==> src/ecfp_pkg.sv <==
// Package: shared widths, register codes, frame types and the byte saturation helper.
`default_nettype none

package ecfp_pkg;

   // Encoder count width and gain fraction bits
   localparam int COUNT_WIDTH    = 16;
   localparam int GAIN_FRAC_BITS = 8;

   // Fixed field widths
   localparam int GAIN_W   = 12;
   localparam int OFFSET_W = 8;
   localparam int BYTE_W   = 8;
   localparam int FACTOR_W = 9;
   localparam int FACTOR_FRAC_BITS = 8;

   // Product widths: (count - bias) * gain, then times attenuation factor
   localparam int PROD_W = COUNT_WIDTH + 1 + GAIN_W;
   localparam int WIDE_W = PROD_W + FACTOR_W + 1;
   localparam int EXT_W  = WIDE_W - PROD_W;

   // Frame constants
   localparam logic [BYTE_W-1:0] FRAME_HEADER = 8'hFF;
   localparam logic [BYTE_W-1:0] CHECK_ESCAPE = 8'hFE;
   localparam logic [BYTE_W-1:0] BYTE_MAX_OUT = 8'd254;
   localparam logic [BYTE_W-1:0] Y_BREAK_LOW  = 8'h80;
   localparam logic [BYTE_W-1:0] Y_BREAK_HIGH = 8'hE8;
   localparam int Y_BIAS = 20;

   // Attenuation factors, Q1.8
   localparam logic [FACTOR_W-1:0] K_ONE  = 9'd256;
   localparam logic [FACTOR_W-1:0] K_MID  = 9'd218;
   localparam logic [FACTOR_W-1:0] K_LOW  = 9'd154;
   localparam logic [FACTOR_W-1:0] K_HALF = 9'd128;

   // Register reset values
   localparam logic signed [GAIN_W-1:0] FINGER_GAIN_RST  = -12'sd333;
   localparam logic signed [GAIN_W-1:0] WRIST_X_GAIN_RST = 12'sd307;
   localparam logic signed [GAIN_W-1:0] WRIST_Y_GAIN_RST = 12'sd333;
   localparam logic signed [GAIN_W-1:0] WRIST_Z_GAIN_RST = -12'sd192;
   localparam logic [OFFSET_W-1:0] FINGER_OFFSET_RST  = 8'd0;
   localparam logic [OFFSET_W-1:0] WRIST_X_OFFSET_RST = 8'd128;
   localparam logic [OFFSET_W-1:0] WRIST_Y_OFFSET_RST = 8'd0;
   localparam logic [OFFSET_W-1:0] WRIST_Z_OFFSET_RST = 8'd128;

   // Queue between front and back
   localparam int QUEUE_DEPTH = 2;
   localparam int QPTR_W      = $clog2(QUEUE_DEPTH);
   localparam int QCNT_W      = $clog2(QUEUE_DEPTH + 1);

   // Register indexes
   localparam int CSR_INDEX_W = 3;
   typedef enum logic [CSR_INDEX_W-1:0] {
      CSR_FINGER_GAIN    = 3'd0,
      CSR_WRIST_X_GAIN   = 3'd1,
      CSR_WRIST_Y_GAIN   = 3'd2,
      CSR_WRIST_Z_GAIN   = 3'd3,
      CSR_FINGER_OFFSET  = 3'd4,
      CSR_WRIST_X_OFFSET = 3'd5,
      CSR_WRIST_Y_OFFSET = 3'd6,
      CSR_WRIST_Z_OFFSET = 3'd7
   } csr_index_type;

   // Byte positions within a frame
   typedef enum logic [2:0] {
      POS_HEADER = 3'd0,
      POS_SWITCH = 3'd1,
      POS_FINGER = 3'd2,
      POS_WRIST_Y = 3'd3,
      POS_WRIST_X = 3'd4,
      POS_WRIST_Z = 3'd5,
      POS_CHECK  = 3'd6
   } pos_type;

   typedef struct packed {
      logic signed [GAIN_W-1:0] finger_gain;
      logic signed [GAIN_W-1:0] wrist_x_gain;
      logic signed [GAIN_W-1:0] wrist_y_gain;
      logic signed [GAIN_W-1:0] wrist_z_gain;
      logic [OFFSET_W-1:0]      finger_offset;
      logic [OFFSET_W-1:0]      wrist_x_offset;
      logic [OFFSET_W-1:0]      wrist_y_offset;
      logic [OFFSET_W-1:0]      wrist_z_offset;
   } cfg_type;

   // One finished frame, minus the constant header
   typedef struct packed {
      logic [BYTE_W-1:0] sw;
      logic [BYTE_W-1:0] finger;
      logic [BYTE_W-1:0] wrist_y;
      logic [BYTE_W-1:0] wrist_x;
      logic [BYTE_W-1:0] wrist_z;
      logic [BYTE_W-1:0] check;
   } frame_type;

   // Add offset and clamp to 0..254
   function automatic logic [BYTE_W-1:0] sat_byte(input logic signed [WIDE_W-1:0] q,
                                                  input logic [OFFSET_W-1:0] off);
      logic signed [WIDE_W:0] v;
      v = $signed({q[WIDE_W-1], q}) + $signed({{(WIDE_W + 1 - OFFSET_W){1'b0}}, off});
      if (v < 0) begin
         sat_byte = '0;
      end else if (v > $signed({{(WIDE_W + 1 - BYTE_W){1'b0}}, BYTE_MAX_OUT})) begin
         sat_byte = BYTE_MAX_OUT;
      end else begin
         sat_byte = v[BYTE_W-1:0];
      end
   endfunction

endpackage

`default_nettype wire

==> src/ecfp_chan_if.sv <==
// Channel interfaces: snapshot request channel and frame byte response channel.
`default_nettype none

interface ecfp_req_if import ecfp_pkg::*; ();
   logic valid;
   logic ready;
   logic helper_height_level;
   logic auto_level;
   logic lift_up_level;
   logic lift_down_level;
   logic curtain_open_level;
   logic curtain_close_level;
   logic lock_level;
   logic signed [COUNT_WIDTH-1:0] finger_count;
   logic signed [COUNT_WIDTH-1:0] wrist_x_count;
   logic signed [COUNT_WIDTH-1:0] wrist_y_count;
   logic signed [COUNT_WIDTH-1:0] wrist_z_count;

   modport source (output valid, helper_height_level, auto_level, lift_up_level,
                   lift_down_level, curtain_open_level, curtain_close_level, lock_level,
                   finger_count, wrist_x_count, wrist_y_count, wrist_z_count,
                   input ready);
   modport sink (input valid, helper_height_level, auto_level, lift_up_level,
                 lift_down_level, curtain_open_level, curtain_close_level, lock_level,
                 finger_count, wrist_x_count, wrist_y_count, wrist_z_count,
                 output ready);
endinterface

interface ecfp_rsp_if import ecfp_pkg::*; ();
   logic valid;
   logic ready;
   logic [BYTE_W-1:0] frame_byte;
   logic frame_end;

   modport source (output valid, frame_byte, frame_end, input ready);
   modport sink (input valid, frame_byte, frame_end, output ready);
endinterface

`default_nettype wire

==> src/encoder_command_frame_packer_core.sv <==
// Top level: encoder command frame packer.
// Each accepted snapshot (seven switch levels, four encoder counts) yields a
// seven-beat frame: 0xFF, switch byte, finger, wrist Y, wrist X, wrist Z and a
// checksum beat flagged by frame_end. A snapshot passes a three-stage scaling
// pipeline (gain multiply, floor/offset/clamp, attenuation multiply) into a
// two-entry frame queue; the serializer then sends one byte per beat from a
// registered output. Sustained rate is set by the serializer, which sends one
// byte per cycle unless the output stalls. Gains and offsets are written
// through the csr port while the block is idle: a rule for the user, which
// the block itself does not enforce.
`default_nettype none

module encoder_command_frame_packer_core import ecfp_pkg::*; (
   input  wire logic                   clock,
   input  wire logic                   reset,
   ecfp_req_if.sink                    req_chan,
   ecfp_rsp_if.source                  rsp_chan,
   input  wire logic                   csr_wr_en,
   input  wire logic [CSR_INDEX_W-1:0] csr_index,
   input  wire logic [GAIN_W-1:0]      csr_wr_data
);

   cfg_type   cfg;
   logic      q_ready, q_push, q_pop, q_valid;
   frame_type q_data, q_head;

   // Configuration registers
   ecfp_csr u_csr (
      .clock       (clock),
      .reset       (reset),
      .csr_wr_en   (csr_wr_en),
      .csr_index   (csr_index),
      .csr_wr_data (csr_wr_data),
      .cfg         (cfg)
   );

   // Scaling pipeline
   ecfp_front u_front (
      .clock    (clock),
      .reset    (reset),
      .req_chan (req_chan),
      .cfg      (cfg),
      .q_ready  (q_ready),
      .q_push   (q_push),
      .q_data   (q_data)
   );

   // Frame queue
   ecfp_queue u_queue (
      .clock      (clock),
      .reset      (reset),
      .push       (q_push),
      .push_data  (q_data),
      .push_ready (q_ready),
      .pop        (q_pop),
      .head_valid (q_valid),
      .head       (q_head)
   );

   // Byte serializer
   ecfp_back u_back (
      .clock      (clock),
      .reset      (reset),
      .head_valid (q_valid),
      .head       (q_head),
      .pop        (q_pop),
      .rsp_chan   (rsp_chan)
   );

endmodule

`default_nettype wire

==> src/ecfp_csr.sv <==
// Configuration registers: gains and offsets with their reset values.
`default_nettype none

module ecfp_csr import ecfp_pkg::*; (
   input  wire logic                   clock,
   input  wire logic                   reset,
   input  wire logic                   csr_wr_en,
   input  wire logic [CSR_INDEX_W-1:0] csr_index,
   input  wire logic [GAIN_W-1:0]      csr_wr_data,
   output cfg_type                     cfg
);

   cfg_type cfg_ff, cfg_in;

   // Decode the write
   always_comb begin
      cfg_in = cfg_ff;
      if (csr_wr_en) begin
         case (csr_index_type'(csr_index))
            CSR_FINGER_GAIN:    cfg_in.finger_gain    = $signed(csr_wr_data);
            CSR_WRIST_X_GAIN:   cfg_in.wrist_x_gain   = $signed(csr_wr_data);
            CSR_WRIST_Y_GAIN:   cfg_in.wrist_y_gain   = $signed(csr_wr_data);
            CSR_WRIST_Z_GAIN:   cfg_in.wrist_z_gain   = $signed(csr_wr_data);
            CSR_FINGER_OFFSET:  cfg_in.finger_offset  = csr_wr_data[OFFSET_W-1:0];
            CSR_WRIST_X_OFFSET: cfg_in.wrist_x_offset = csr_wr_data[OFFSET_W-1:0];
            CSR_WRIST_Y_OFFSET: cfg_in.wrist_y_offset = csr_wr_data[OFFSET_W-1:0];
            CSR_WRIST_Z_OFFSET: cfg_in.wrist_z_offset = csr_wr_data[OFFSET_W-1:0];
            default: cfg_in = cfg_ff;
         endcase
      end
   end

   always_ff @(posedge clock) begin
      if (reset) begin
         cfg_ff.finger_gain    <= FINGER_GAIN_RST;
         cfg_ff.wrist_x_gain   <= WRIST_X_GAIN_RST;
         cfg_ff.wrist_y_gain   <= WRIST_Y_GAIN_RST;
         cfg_ff.wrist_z_gain   <= WRIST_Z_GAIN_RST;
         cfg_ff.finger_offset  <= FINGER_OFFSET_RST;
         cfg_ff.wrist_x_offset <= WRIST_X_OFFSET_RST;
         cfg_ff.wrist_y_offset <= WRIST_Y_OFFSET_RST;
         cfg_ff.wrist_z_offset <= WRIST_Z_OFFSET_RST;
      end else begin
         cfg_ff <= cfg_in;
      end
   end

   assign cfg = cfg_ff;

endmodule

`default_nettype wire

==> src/ecfp_front.sv <==
// Front end: three-stage scaling pipeline that turns a snapshot into a frame.
`default_nettype none

module ecfp_front import ecfp_pkg::*; (
   input  wire logic    clock,
   input  wire logic    reset,
   ecfp_req_if.sink     req_chan,
   input  wire cfg_type cfg,
   input  wire logic    q_ready,
   output logic         q_push,
   output frame_type    q_data
);

   // Stage valids
   logic v1_ff, v1_in, v2_ff, v2_in, v3_ff, v3_in;
   logic adv1, adv2, adv3;

   // Stage 1: raw products
   logic [BYTE_W-1:0]        sw1_ff, sw1_in;
   logic signed [PROD_W-1:0] fp1_ff, fp1_in, yp1_ff, yp1_in;
   logic signed [PROD_W-1:0] xp1_ff, xp1_in, zp1_ff, zp1_in;
   logic signed [COUNT_WIDTH:0] fc_ext, xc_ext, yc_bias, zc_ext;

   // Stage 2: finger and wrist Y bytes
   logic [BYTE_W-1:0]        sw2_ff, fb2_ff, fb2_in, yb2_ff, yb2_in;
   logic signed [PROD_W-1:0] xp2_ff, zp2_ff;
   logic signed [PROD_W-1:0] fs, ys;

   // Stage 3: attenuated wrist X and Z products
   logic [BYTE_W-1:0]        sw3_ff, fb3_ff, yb3_ff;
   logic signed [WIDE_W-1:0] xk3_ff, xk3_in, zk3_ff, zk3_in;
   logic [FACTOR_W-1:0]      kx, kz;

   // Output side
   logic [BYTE_W-1:0] xb, zb, sum;

   // Stage advance
   assign adv3 = !v3_ff || q_ready;
   assign adv2 = !v2_ff || adv3;
   assign adv1 = !v1_ff || adv2;
   assign req_chan.ready = adv1;

   assign v1_in = adv1 ? req_chan.valid : v1_ff;
   assign v2_in = adv2 ? v1_ff : v2_ff;
   assign v3_in = adv3 ? v2_ff : v3_ff;

   // Stage 1 logic: switch byte and count-by-gain products
   always_comb begin
      sw1_in = {~req_chan.helper_height_level, ~req_chan.auto_level,
                ~req_chan.lift_up_level, ~req_chan.lift_down_level,
                ~req_chan.curtain_open_level, ~req_chan.curtain_close_level,
                req_chan.lock_level, 1'b0};
      fc_ext  = $signed({req_chan.finger_count[COUNT_WIDTH-1], req_chan.finger_count});
      xc_ext  = $signed({req_chan.wrist_x_count[COUNT_WIDTH-1], req_chan.wrist_x_count});
      zc_ext  = $signed({req_chan.wrist_z_count[COUNT_WIDTH-1], req_chan.wrist_z_count});
      yc_bias = $signed({req_chan.wrist_y_count[COUNT_WIDTH-1], req_chan.wrist_y_count})
                - $signed((COUNT_WIDTH + 1)'(Y_BIAS));
      fp1_in = fc_ext * cfg.finger_gain;
      yp1_in = yc_bias * cfg.wrist_y_gain;
      xp1_in = xc_ext * cfg.wrist_x_gain;
      zp1_in = zc_ext * cfg.wrist_z_gain;
   end

   // Stage 2 logic: floor, offset, clamp
   always_comb begin
      fs = fp1_ff >>> GAIN_FRAC_BITS;
      ys = yp1_ff >>> GAIN_FRAC_BITS;
      fb2_in = sat_byte({{EXT_W{fs[PROD_W-1]}}, fs}, cfg.finger_offset);
      yb2_in = sat_byte({{EXT_W{ys[PROD_W-1]}}, ys}, cfg.wrist_y_offset);
   end

   // Stage 3 logic: attenuation picked from the wrist Y byte
   always_comb begin
      if (yb2_ff > Y_BREAK_LOW) begin
         kx = (yb2_ff > Y_BREAK_HIGH) ? K_LOW : K_MID;
         kz = K_HALF;
      end else begin
         kx = K_ONE;
         kz = K_ONE;
      end
      xk3_in = xp2_ff * $signed({1'b0, kx});
      zk3_in = zp2_ff * $signed({1'b0, kz});
   end

   // Output: wrist X/Z bytes and checksum into the queue
   always_comb begin
      xb  = sat_byte(xk3_ff >>> (GAIN_FRAC_BITS + FACTOR_FRAC_BITS), cfg.wrist_x_offset);
      zb  = sat_byte(zk3_ff >>> (GAIN_FRAC_BITS + FACTOR_FRAC_BITS), cfg.wrist_z_offset);
      sum = sw3_ff + fb3_ff + yb3_ff + xb + zb;
      q_data.sw      = sw3_ff;
      q_data.finger  = fb3_ff;
      q_data.wrist_y = yb3_ff;
      q_data.wrist_x = xb;
      q_data.wrist_z = zb;
      q_data.check   = (sum == FRAME_HEADER) ? CHECK_ESCAPE : sum;
   end

   assign q_push = v3_ff && q_ready;

   // Control registers
   always_ff @(posedge clock) begin
      if (reset) begin
         v1_ff <= 1'b0;
         v2_ff <= 1'b0;
         v3_ff <= 1'b0;
      end else begin
         v1_ff <= v1_in;
         v2_ff <= v2_in;
         v3_ff <= v3_in;
      end
   end

   // Payload registers
   always_ff @(posedge clock) begin
      if (adv1) begin
         sw1_ff <= sw1_in;
         fp1_ff <= fp1_in;
         yp1_ff <= yp1_in;
         xp1_ff <= xp1_in;
         zp1_ff <= zp1_in;
      end
      if (adv2) begin
         sw2_ff <= sw1_ff;
         fb2_ff <= fb2_in;
         yb2_ff <= yb2_in;
         xp2_ff <= xp1_ff;
         zp2_ff <= zp1_ff;
      end
      if (adv3) begin
         sw3_ff <= sw2_ff;
         fb3_ff <= fb2_ff;
         yb3_ff <= yb2_ff;
         xk3_ff <= xk3_in;
         zk3_ff <= zk3_in;
      end
   end

endmodule

`default_nettype wire

==> src/ecfp_queue.sv <==
// Frame queue: short FIFO between the scaling front end and the byte serializer.
`default_nettype none

module ecfp_queue import ecfp_pkg::*; (
   input  wire logic      clock,
   input  wire logic      reset,
   input  wire logic      push,
   input  wire frame_type push_data,
   output logic           push_ready,
   input  wire logic      pop,
   output logic           head_valid,
   output frame_type      head
);

   frame_type             mem [QUEUE_DEPTH];
   logic [QPTR_W-1:0]     wr_ptr_ff, wr_ptr_in, rd_ptr_ff, rd_ptr_in;
   logic [QCNT_W-1:0]     count_ff, count_in;

   assign push_ready = (count_ff != QCNT_W'(QUEUE_DEPTH));
   assign head_valid = (count_ff != '0);
   assign head       = mem[rd_ptr_ff];

   // Pointer and fill count update
   always_comb begin
      wr_ptr_in = wr_ptr_ff;
      rd_ptr_in = rd_ptr_ff;
      count_in  = count_ff;
      if (push) begin
         wr_ptr_in = (wr_ptr_ff == QPTR_W'(QUEUE_DEPTH - 1)) ? '0 : wr_ptr_ff + 1'b1;
      end
      if (pop) begin
         rd_ptr_in = (rd_ptr_ff == QPTR_W'(QUEUE_DEPTH - 1)) ? '0 : rd_ptr_ff + 1'b1;
      end
      if (push && !pop) begin
         count_in = count_ff + 1'b1;
      end else if (pop && !push) begin
         count_in = count_ff - 1'b1;
      end
   end

   always_ff @(posedge clock) begin
      if (reset) begin
         wr_ptr_ff <= '0;
         rd_ptr_ff <= '0;
         count_ff  <= '0;
      end else begin
         wr_ptr_ff <= wr_ptr_in;
         rd_ptr_ff <= rd_ptr_in;
         count_ff  <= count_in;
      end
   end

   // Entry storage
   always_ff @(posedge clock) begin
      if (push) begin
         mem[wr_ptr_ff] <= push_data;
      end
   end

endmodule

`default_nettype wire

==> src/ecfp_back.sv <==
// Back end: serializes the queued frame one byte per beat into the output register.
`default_nettype none

module ecfp_back import ecfp_pkg::*; (
   input  wire logic      clock,
   input  wire logic      reset,
   input  wire logic      head_valid,
   input  wire frame_type head,
   output logic           pop,
   ecfp_rsp_if.source     rsp_chan
);

   pos_type           pos_ff, pos_in;
   logic              valid_ff, valid_in;
   logic [BYTE_W-1:0] byte_ff, byte_in;
   logic              end_ff, end_in;
   logic              load;
   logic [BYTE_W-1:0] sel_byte;

   // Output register takes a new byte when empty or drained
   assign load = !valid_ff || rsp_chan.ready;

   // Byte select by frame position
   always_comb begin
      case (pos_ff)
         POS_HEADER:  sel_byte = FRAME_HEADER;
         POS_SWITCH:  sel_byte = head.sw;
         POS_FINGER:  sel_byte = head.finger;
         POS_WRIST_Y: sel_byte = head.wrist_y;
         POS_WRIST_X: sel_byte = head.wrist_x;
         POS_WRIST_Z: sel_byte = head.wrist_z;
         POS_CHECK:   sel_byte = head.check;
         default:     sel_byte = FRAME_HEADER;
      endcase
   end

   // Next-value logic
   always_comb begin
      pos_in   = pos_ff;
      valid_in = valid_ff;
      byte_in  = byte_ff;
      end_in   = end_ff;
      pop      = 1'b0;
      if (load) begin
         valid_in = head_valid;
         byte_in  = sel_byte;
         end_in   = (pos_ff == POS_CHECK);
         if (head_valid) begin
            if (pos_ff == POS_CHECK) begin
               pos_in = POS_HEADER;
               pop    = 1'b1;
            end else begin
               pos_in = pos_type'(pos_ff + 3'd1);
            end
         end
      end
   end

   always_ff @(posedge clock) begin
      if (reset) begin
         pos_ff   <= POS_HEADER;
         valid_ff <= 1'b0;
      end else begin
         pos_ff   <= pos_in;
         valid_ff <= valid_in;
      end
   end

   always_ff @(posedge clock) begin
      byte_ff <= byte_in;
      end_ff  <= end_in;
   end

   assign rsp_chan.valid      = valid_ff;
   assign rsp_chan.frame_byte = byte_ff;
   assign rsp_chan.frame_end  = end_ff;

endmodule

`default_nettype wire
==> src/flat_wrapper.sv <==
// flat-port wrapper written by rule: the top's interface ports become plain ports
module encoder_command_frame_packer_core_flat import ecfp_pkg::*;
  (clock, reset, csr_wr_en, csr_index, csr_wr_data, req_chan_valid, req_chan_helper_height_level, req_chan_auto_level, req_chan_lift_up_level, req_chan_lift_down_level, req_chan_curtain_open_level, req_chan_curtain_close_level, req_chan_lock_level, req_chan_finger_count, req_chan_wrist_x_count, req_chan_wrist_y_count, req_chan_wrist_z_count, req_chan_ready, rsp_chan_valid, rsp_chan_frame_byte, rsp_chan_frame_end, rsp_chan_ready);
  ecfp_req_if req_chan_i ();
  ecfp_rsp_if rsp_chan_i ();
  input  wire logic clock;
  input  wire logic reset;
  input  wire logic csr_wr_en;
  input  wire logic [CSR_INDEX_W-1:0] csr_index;
  input  wire logic [GAIN_W-1:0] csr_wr_data;
  input wire logic [$bits(req_chan_i.valid)-1:0] req_chan_valid;
  input wire logic [$bits(req_chan_i.helper_height_level)-1:0] req_chan_helper_height_level;
  input wire logic [$bits(req_chan_i.auto_level)-1:0] req_chan_auto_level;
  input wire logic [$bits(req_chan_i.lift_up_level)-1:0] req_chan_lift_up_level;
  input wire logic [$bits(req_chan_i.lift_down_level)-1:0] req_chan_lift_down_level;
  input wire logic [$bits(req_chan_i.curtain_open_level)-1:0] req_chan_curtain_open_level;
  input wire logic [$bits(req_chan_i.curtain_close_level)-1:0] req_chan_curtain_close_level;
  input wire logic [$bits(req_chan_i.lock_level)-1:0] req_chan_lock_level;
  input wire logic [$bits(req_chan_i.finger_count)-1:0] req_chan_finger_count;
  input wire logic [$bits(req_chan_i.wrist_x_count)-1:0] req_chan_wrist_x_count;
  input wire logic [$bits(req_chan_i.wrist_y_count)-1:0] req_chan_wrist_y_count;
  input wire logic [$bits(req_chan_i.wrist_z_count)-1:0] req_chan_wrist_z_count;
  output wire logic [$bits(req_chan_i.ready)-1:0] req_chan_ready;
  output wire logic [$bits(rsp_chan_i.valid)-1:0] rsp_chan_valid;
  output wire logic [$bits(rsp_chan_i.frame_byte)-1:0] rsp_chan_frame_byte;
  output wire logic [$bits(rsp_chan_i.frame_end)-1:0] rsp_chan_frame_end;
  input wire logic [$bits(rsp_chan_i.ready)-1:0] rsp_chan_ready;
  assign req_chan_i.valid = req_chan_valid;
  assign req_chan_i.helper_height_level = req_chan_helper_height_level;
  assign req_chan_i.auto_level = req_chan_auto_level;
  assign req_chan_i.lift_up_level = req_chan_lift_up_level;
  assign req_chan_i.lift_down_level = req_chan_lift_down_level;
  assign req_chan_i.curtain_open_level = req_chan_curtain_open_level;
  assign req_chan_i.curtain_close_level = req_chan_curtain_close_level;
  assign req_chan_i.lock_level = req_chan_lock_level;
  assign req_chan_i.finger_count = req_chan_finger_count;
  assign req_chan_i.wrist_x_count = req_chan_wrist_x_count;
  assign req_chan_i.wrist_y_count = req_chan_wrist_y_count;
  assign req_chan_i.wrist_z_count = req_chan_wrist_z_count;
  assign req_chan_ready = req_chan_i.ready;
  assign rsp_chan_valid = rsp_chan_i.valid;
  assign rsp_chan_frame_byte = rsp_chan_i.frame_byte;
  assign rsp_chan_frame_end = rsp_chan_i.frame_end;
  assign rsp_chan_i.ready = rsp_chan_ready;
  encoder_command_frame_packer_core u_core (.clock(clock), .reset(reset), .req_chan(req_chan_i), .rsp_chan(rsp_chan_i), .csr_wr_en(csr_wr_en), .csr_index(csr_index), .csr_wr_data(csr_wr_data));
endmodule
==> config.mk <==
export PLATFORM = sky130hd
export DESIGN_NAME = encoder_command_frame_packer_core_flat
export DESIGN_NICKNAME = d
export VERILOG_FILES = /design/src/ecfp_pkg.sv /design/src/ecfp_chan_if.sv /design/src/encoder_command_frame_packer_core.sv /design/src/ecfp_csr.sv /design/src/ecfp_front.sv /design/src/ecfp_queue.sv /design/src/ecfp_back.sv /design/src/flat_wrapper.sv
export SDC_FILE = /design/constraint.sdc
export NUM_CORES = 2
export LEC_CHECK = 0
export BUFFER_PORTS_ARGS = -buffer_cell sky130_fd_sc_hd__buf_2
export CORE_MARGIN = 3
export CORE_UTILIZATION = 30
export CTS_CLUSTER_DIAMETER = 80
export DETAILED_ROUTE_END_ITERATION = 10
export GPL_ROUTABILITY_DRIVEN = 0
export SYNTH_ARGS = -nofsm -noshare
export SYNTH_HDL_FRONTEND = slang
export SYNTH_SLANG_ARGS = --single-unit
==> constraint.sdc <==
create_clock -name clock -period 10 [get_ports clock]
set_clock_uncertainty 0.05 [all_clocks]
set_input_delay 2 -clock clock [delete_from_list [all_inputs] [get_ports clock]]
set_output_delay 2 -clock clock [all_outputs]
set_load 0.05 [all_outputs]
==> flow_summary.yaml <==
worst_setup_path:
  crit_required_ns: 10.33
  reg2reg_depth: 25
  crit_slowest_cell: "o21bai_1"
  crit_top_cell: "fa_1"
  max_stage_delay_ns: 0.64
  endpoint_kind: "flop"
  reg2reg_slack_ns: 2.84
  worstSetupEndpoint: "u_core.u_front.yp1_ff[28]"
  startpoint: "req_chan_wrist_y_count[2]"
  worstPathMaxFanout: 12
  cp_top_family: "adder cells"
  reg2reg_from: "u_core.u_front.yb2_ff[3]"
  arrival_ns: 8.94
  worst_setup_path_start_kind: "input pin"
  cp.depth: 27
  r2r-end: "u_core.u_front.xk3_ff[37]"
  critPathKind: "in -> reg"
  worstPathBufferInverterCount: 5
synthesis:
  synthAdderAreaFrac_pct: 43.9
  synthXorXnorAreaFrac_pct: 3.16
  yosysTopAreaCell: "fa_1"
  synth-compound-area-share_pct: 6.05
  yosysSeqAreaShare_pct: 22.9
  synth_top_cell_area_share_pct: 31.7
  postSynthCellCount: 5433
  avgSynthCellArea_um2: 9.94
  synth.most_common_cell: "inv_1"
  synth_area_leaders: "fa_1 32%, edfxtp_1 20%, ha_1 12%"
  yosys.cell_types.count: 94
  synth_area_um2: 54000
  synth_commonest_cells: "1,079 x inv_1, 854 x fa_1, 824 x nand2_1"
  synth_top_family_by_area: "adder cells"
  async_flop_share_pct: 0
  ys.flop_type: "edfxtp_1"
  synth_edf_count: 351
  synth.mux.area_fraction_pct: 1.05
  synth_warnings: 0
  ys_seq_elements: 443
  synthSimpleGateAreaFrac_pct: 14.0
timing:
  max_freq_ghz: 0.116
  max_slew.worst_pin.slew_ns: 1.06
  final.min_clock_period_ns: 8.62
  period_share_pct: 86.2
  setup_viol: 0
  hold_viol_final: 0
  tns_ns: 0
  drv_slew: 0
  maxSlewHeadroom_pct: 29.2
  rsz0062_at_grt: "no"
clock_tree:
  insertion_delay_ns: 0.64
  cts_buffers: 54
  cts_htree_levels: 2
  cts.sinks: 443
  ctsHoldBuffers: 0
  cts-root-buf: "clkbuf_16"
  clkSlewWorstSetupHoldPaths_ns: 0.06
  clock_path_buffers: 3
  cts_tree: "done"
  post_cts_resize_count: 0
  cts_setup_buffers: 0
die:
  die_w_um: 430
  fp.dieArea_um2: 185000
  row_count: 155
  num_io_pins: 102
  die_h_um: 430
  fp.coreArea_um2: 179000
  start_util_pct: 30.2
cells_and_area:
  multi_input_area_um2: 37100
  drive_gt1_share_pct: 5.33
  final_cells: 7883
  fillers: 18100
  fin_util_pct: 33.0
  seqCellArea_um2: 12400
  area_growth_pct: 9.21
  fin_nets: 6948
drt:
  wl_um: 118000
  ant_nets: 0
  wire_per_inst_um: 15.0
  viasPerCell: 4.58
  drc: 0
  num_vias: 36100
  drt_iter0_drc: 1683
  first_pass_iters: 7
placed_design:
  port-buffer-count: 101
  dp.cells: 7772
  hpwl_um: 96100
worst_hold_path:
  hp-class: "reg -> reg"
global_route:
  grt_usage_pct: 13.1
  antenna_found_initial: 20
  grt_pass1_vias: 38700
  overflow: 0
  grt_max_degree: 64
  grt_first_pass_wirelength_um: 198000
run:
  cap_violations: 0
outcome:
  outcome: "finished, final reports clean"
## cell usage in the layout (no fill, tap or decap), drive strengths merged, types with 43 or more instances in the layout
master and n:
nand2b 65, nand3 43, edfxtp 351, o21ai 52, xnor2 137, nor3 70, clkbuf 75, xor2 58
nand2 824, nor2 163, a21oi 170, ha 530, dfxtp 92, and2 248, a21o 49, fa 854
conb 53, inv 1088, buf 125
## registers in the layout, indices dropped and copies added (netlist names), 3 cells and up, named ones only
signal                             count
u_core.u_front.sw3_ff                  7
u_core.u_csr.cfg                      80
u_core.u_front.sw1_ff                  7
u_core.u_front.yb3_ff                  8
u_core.u_back.rsp_chan.frame_byte      8
u_core.u_front.fb3_ff                  8
u_core.u_front.yp1_ff                 21
u_core.u_back.pos_ff                   3
u_core.u_front.xp1_ff                 28
u_core.u_front.yb2_ff                  8
u_core.u_front.fp1_ff                 20
u_core.u_front.zk3_ff                 23
u_core.u_front.xk3_ff                 23
u_core.u_front.sw2_ff                  7
u_core.u_front.zp2_ff                 26
u_core.u_front.xp2_ff                 28
u_core.u_front.zp1_ff                 26
u_core.u_front.fb2_ff                  8
u_core.u_queue.mem                    94
## per-stage QoR
step	hold slack, ns	worst slack, ns	cell area, µm²
2_1_floorplan	0.350	1.65	54200
3_3_place_gp	0.352	0.862	57100
3_5_place_dp	0.355	0.733	57100
4_1_cts	0.368	1.41	59000
5_1_grt	0.373	0.834	59000
6_report	0.364	1.38	59000
## logic make-up (layout without fill, tap and decap cells)
family | Yosys count | after routing
multiplexers | 55 | 55
other | 2 | 63
XOR/XNOR | 195 | 195
flip-flops | 443 | 443
AND/OR/NAND/NOR | 1600 | 1600
AO/OA/AOI/OAI | 482 | 482
buffers and inverters | 1272 | 1306
adder cells (fa/ha/maj) | 1384 | 1384
## layout make-up
class	count	share of cell area [%]
Antenna cell	10	0.0424
Clock buffer	75	2.63
Clock inverter	26	0.462
Inverter	1080	6.87
Multi-Input combinational cell	3769	62.8
Sequential cell	443	21.0
Tap cell	2355	5.00
Timing Repair Buffer	125	1.17
## routing by layer
metal  share of wire (%)  up-vias  global-route usage (%)
li1                    -    17100                       -
met1                  44    18200                    16.9
met2                  50      599                    23.1
met3                 3.9      149                    1.53
met4                 2.6       12                    3.34
met5               0.079        -                       0
## worst min path at each step
stage                              startpoint                         to  slack, ns  cells past startpoint
floorplan            u_core.u_front.fb2_ff[0]   u_core.u_front.fb3_ff[0]       0.35                      0
global placement    u_core.u_front.xp1_ff[21]  u_core.u_front.xp2_ff[21]       0.35                      0
detailed placement   u_core.u_front.fb2_ff[3]   u_core.u_front.fb3_ff[3]       0.35                      0
CTS                 u_core.u_front.xp1_ff[23]  u_core.u_front.xp2_ff[23]       0.37                      0
global route        u_core.u_front.xp1_ff[22]  u_core.u_front.xp2_ff[22]       0.37                      0
finish              u_core.u_front.xp1_ff[23]  u_core.u_front.xp2_ff[23]       0.36                      0
Power is left out: the tool's default activity adds up to more than one toggle a clock period on the data nets, which glitch-free logic cannot reach.
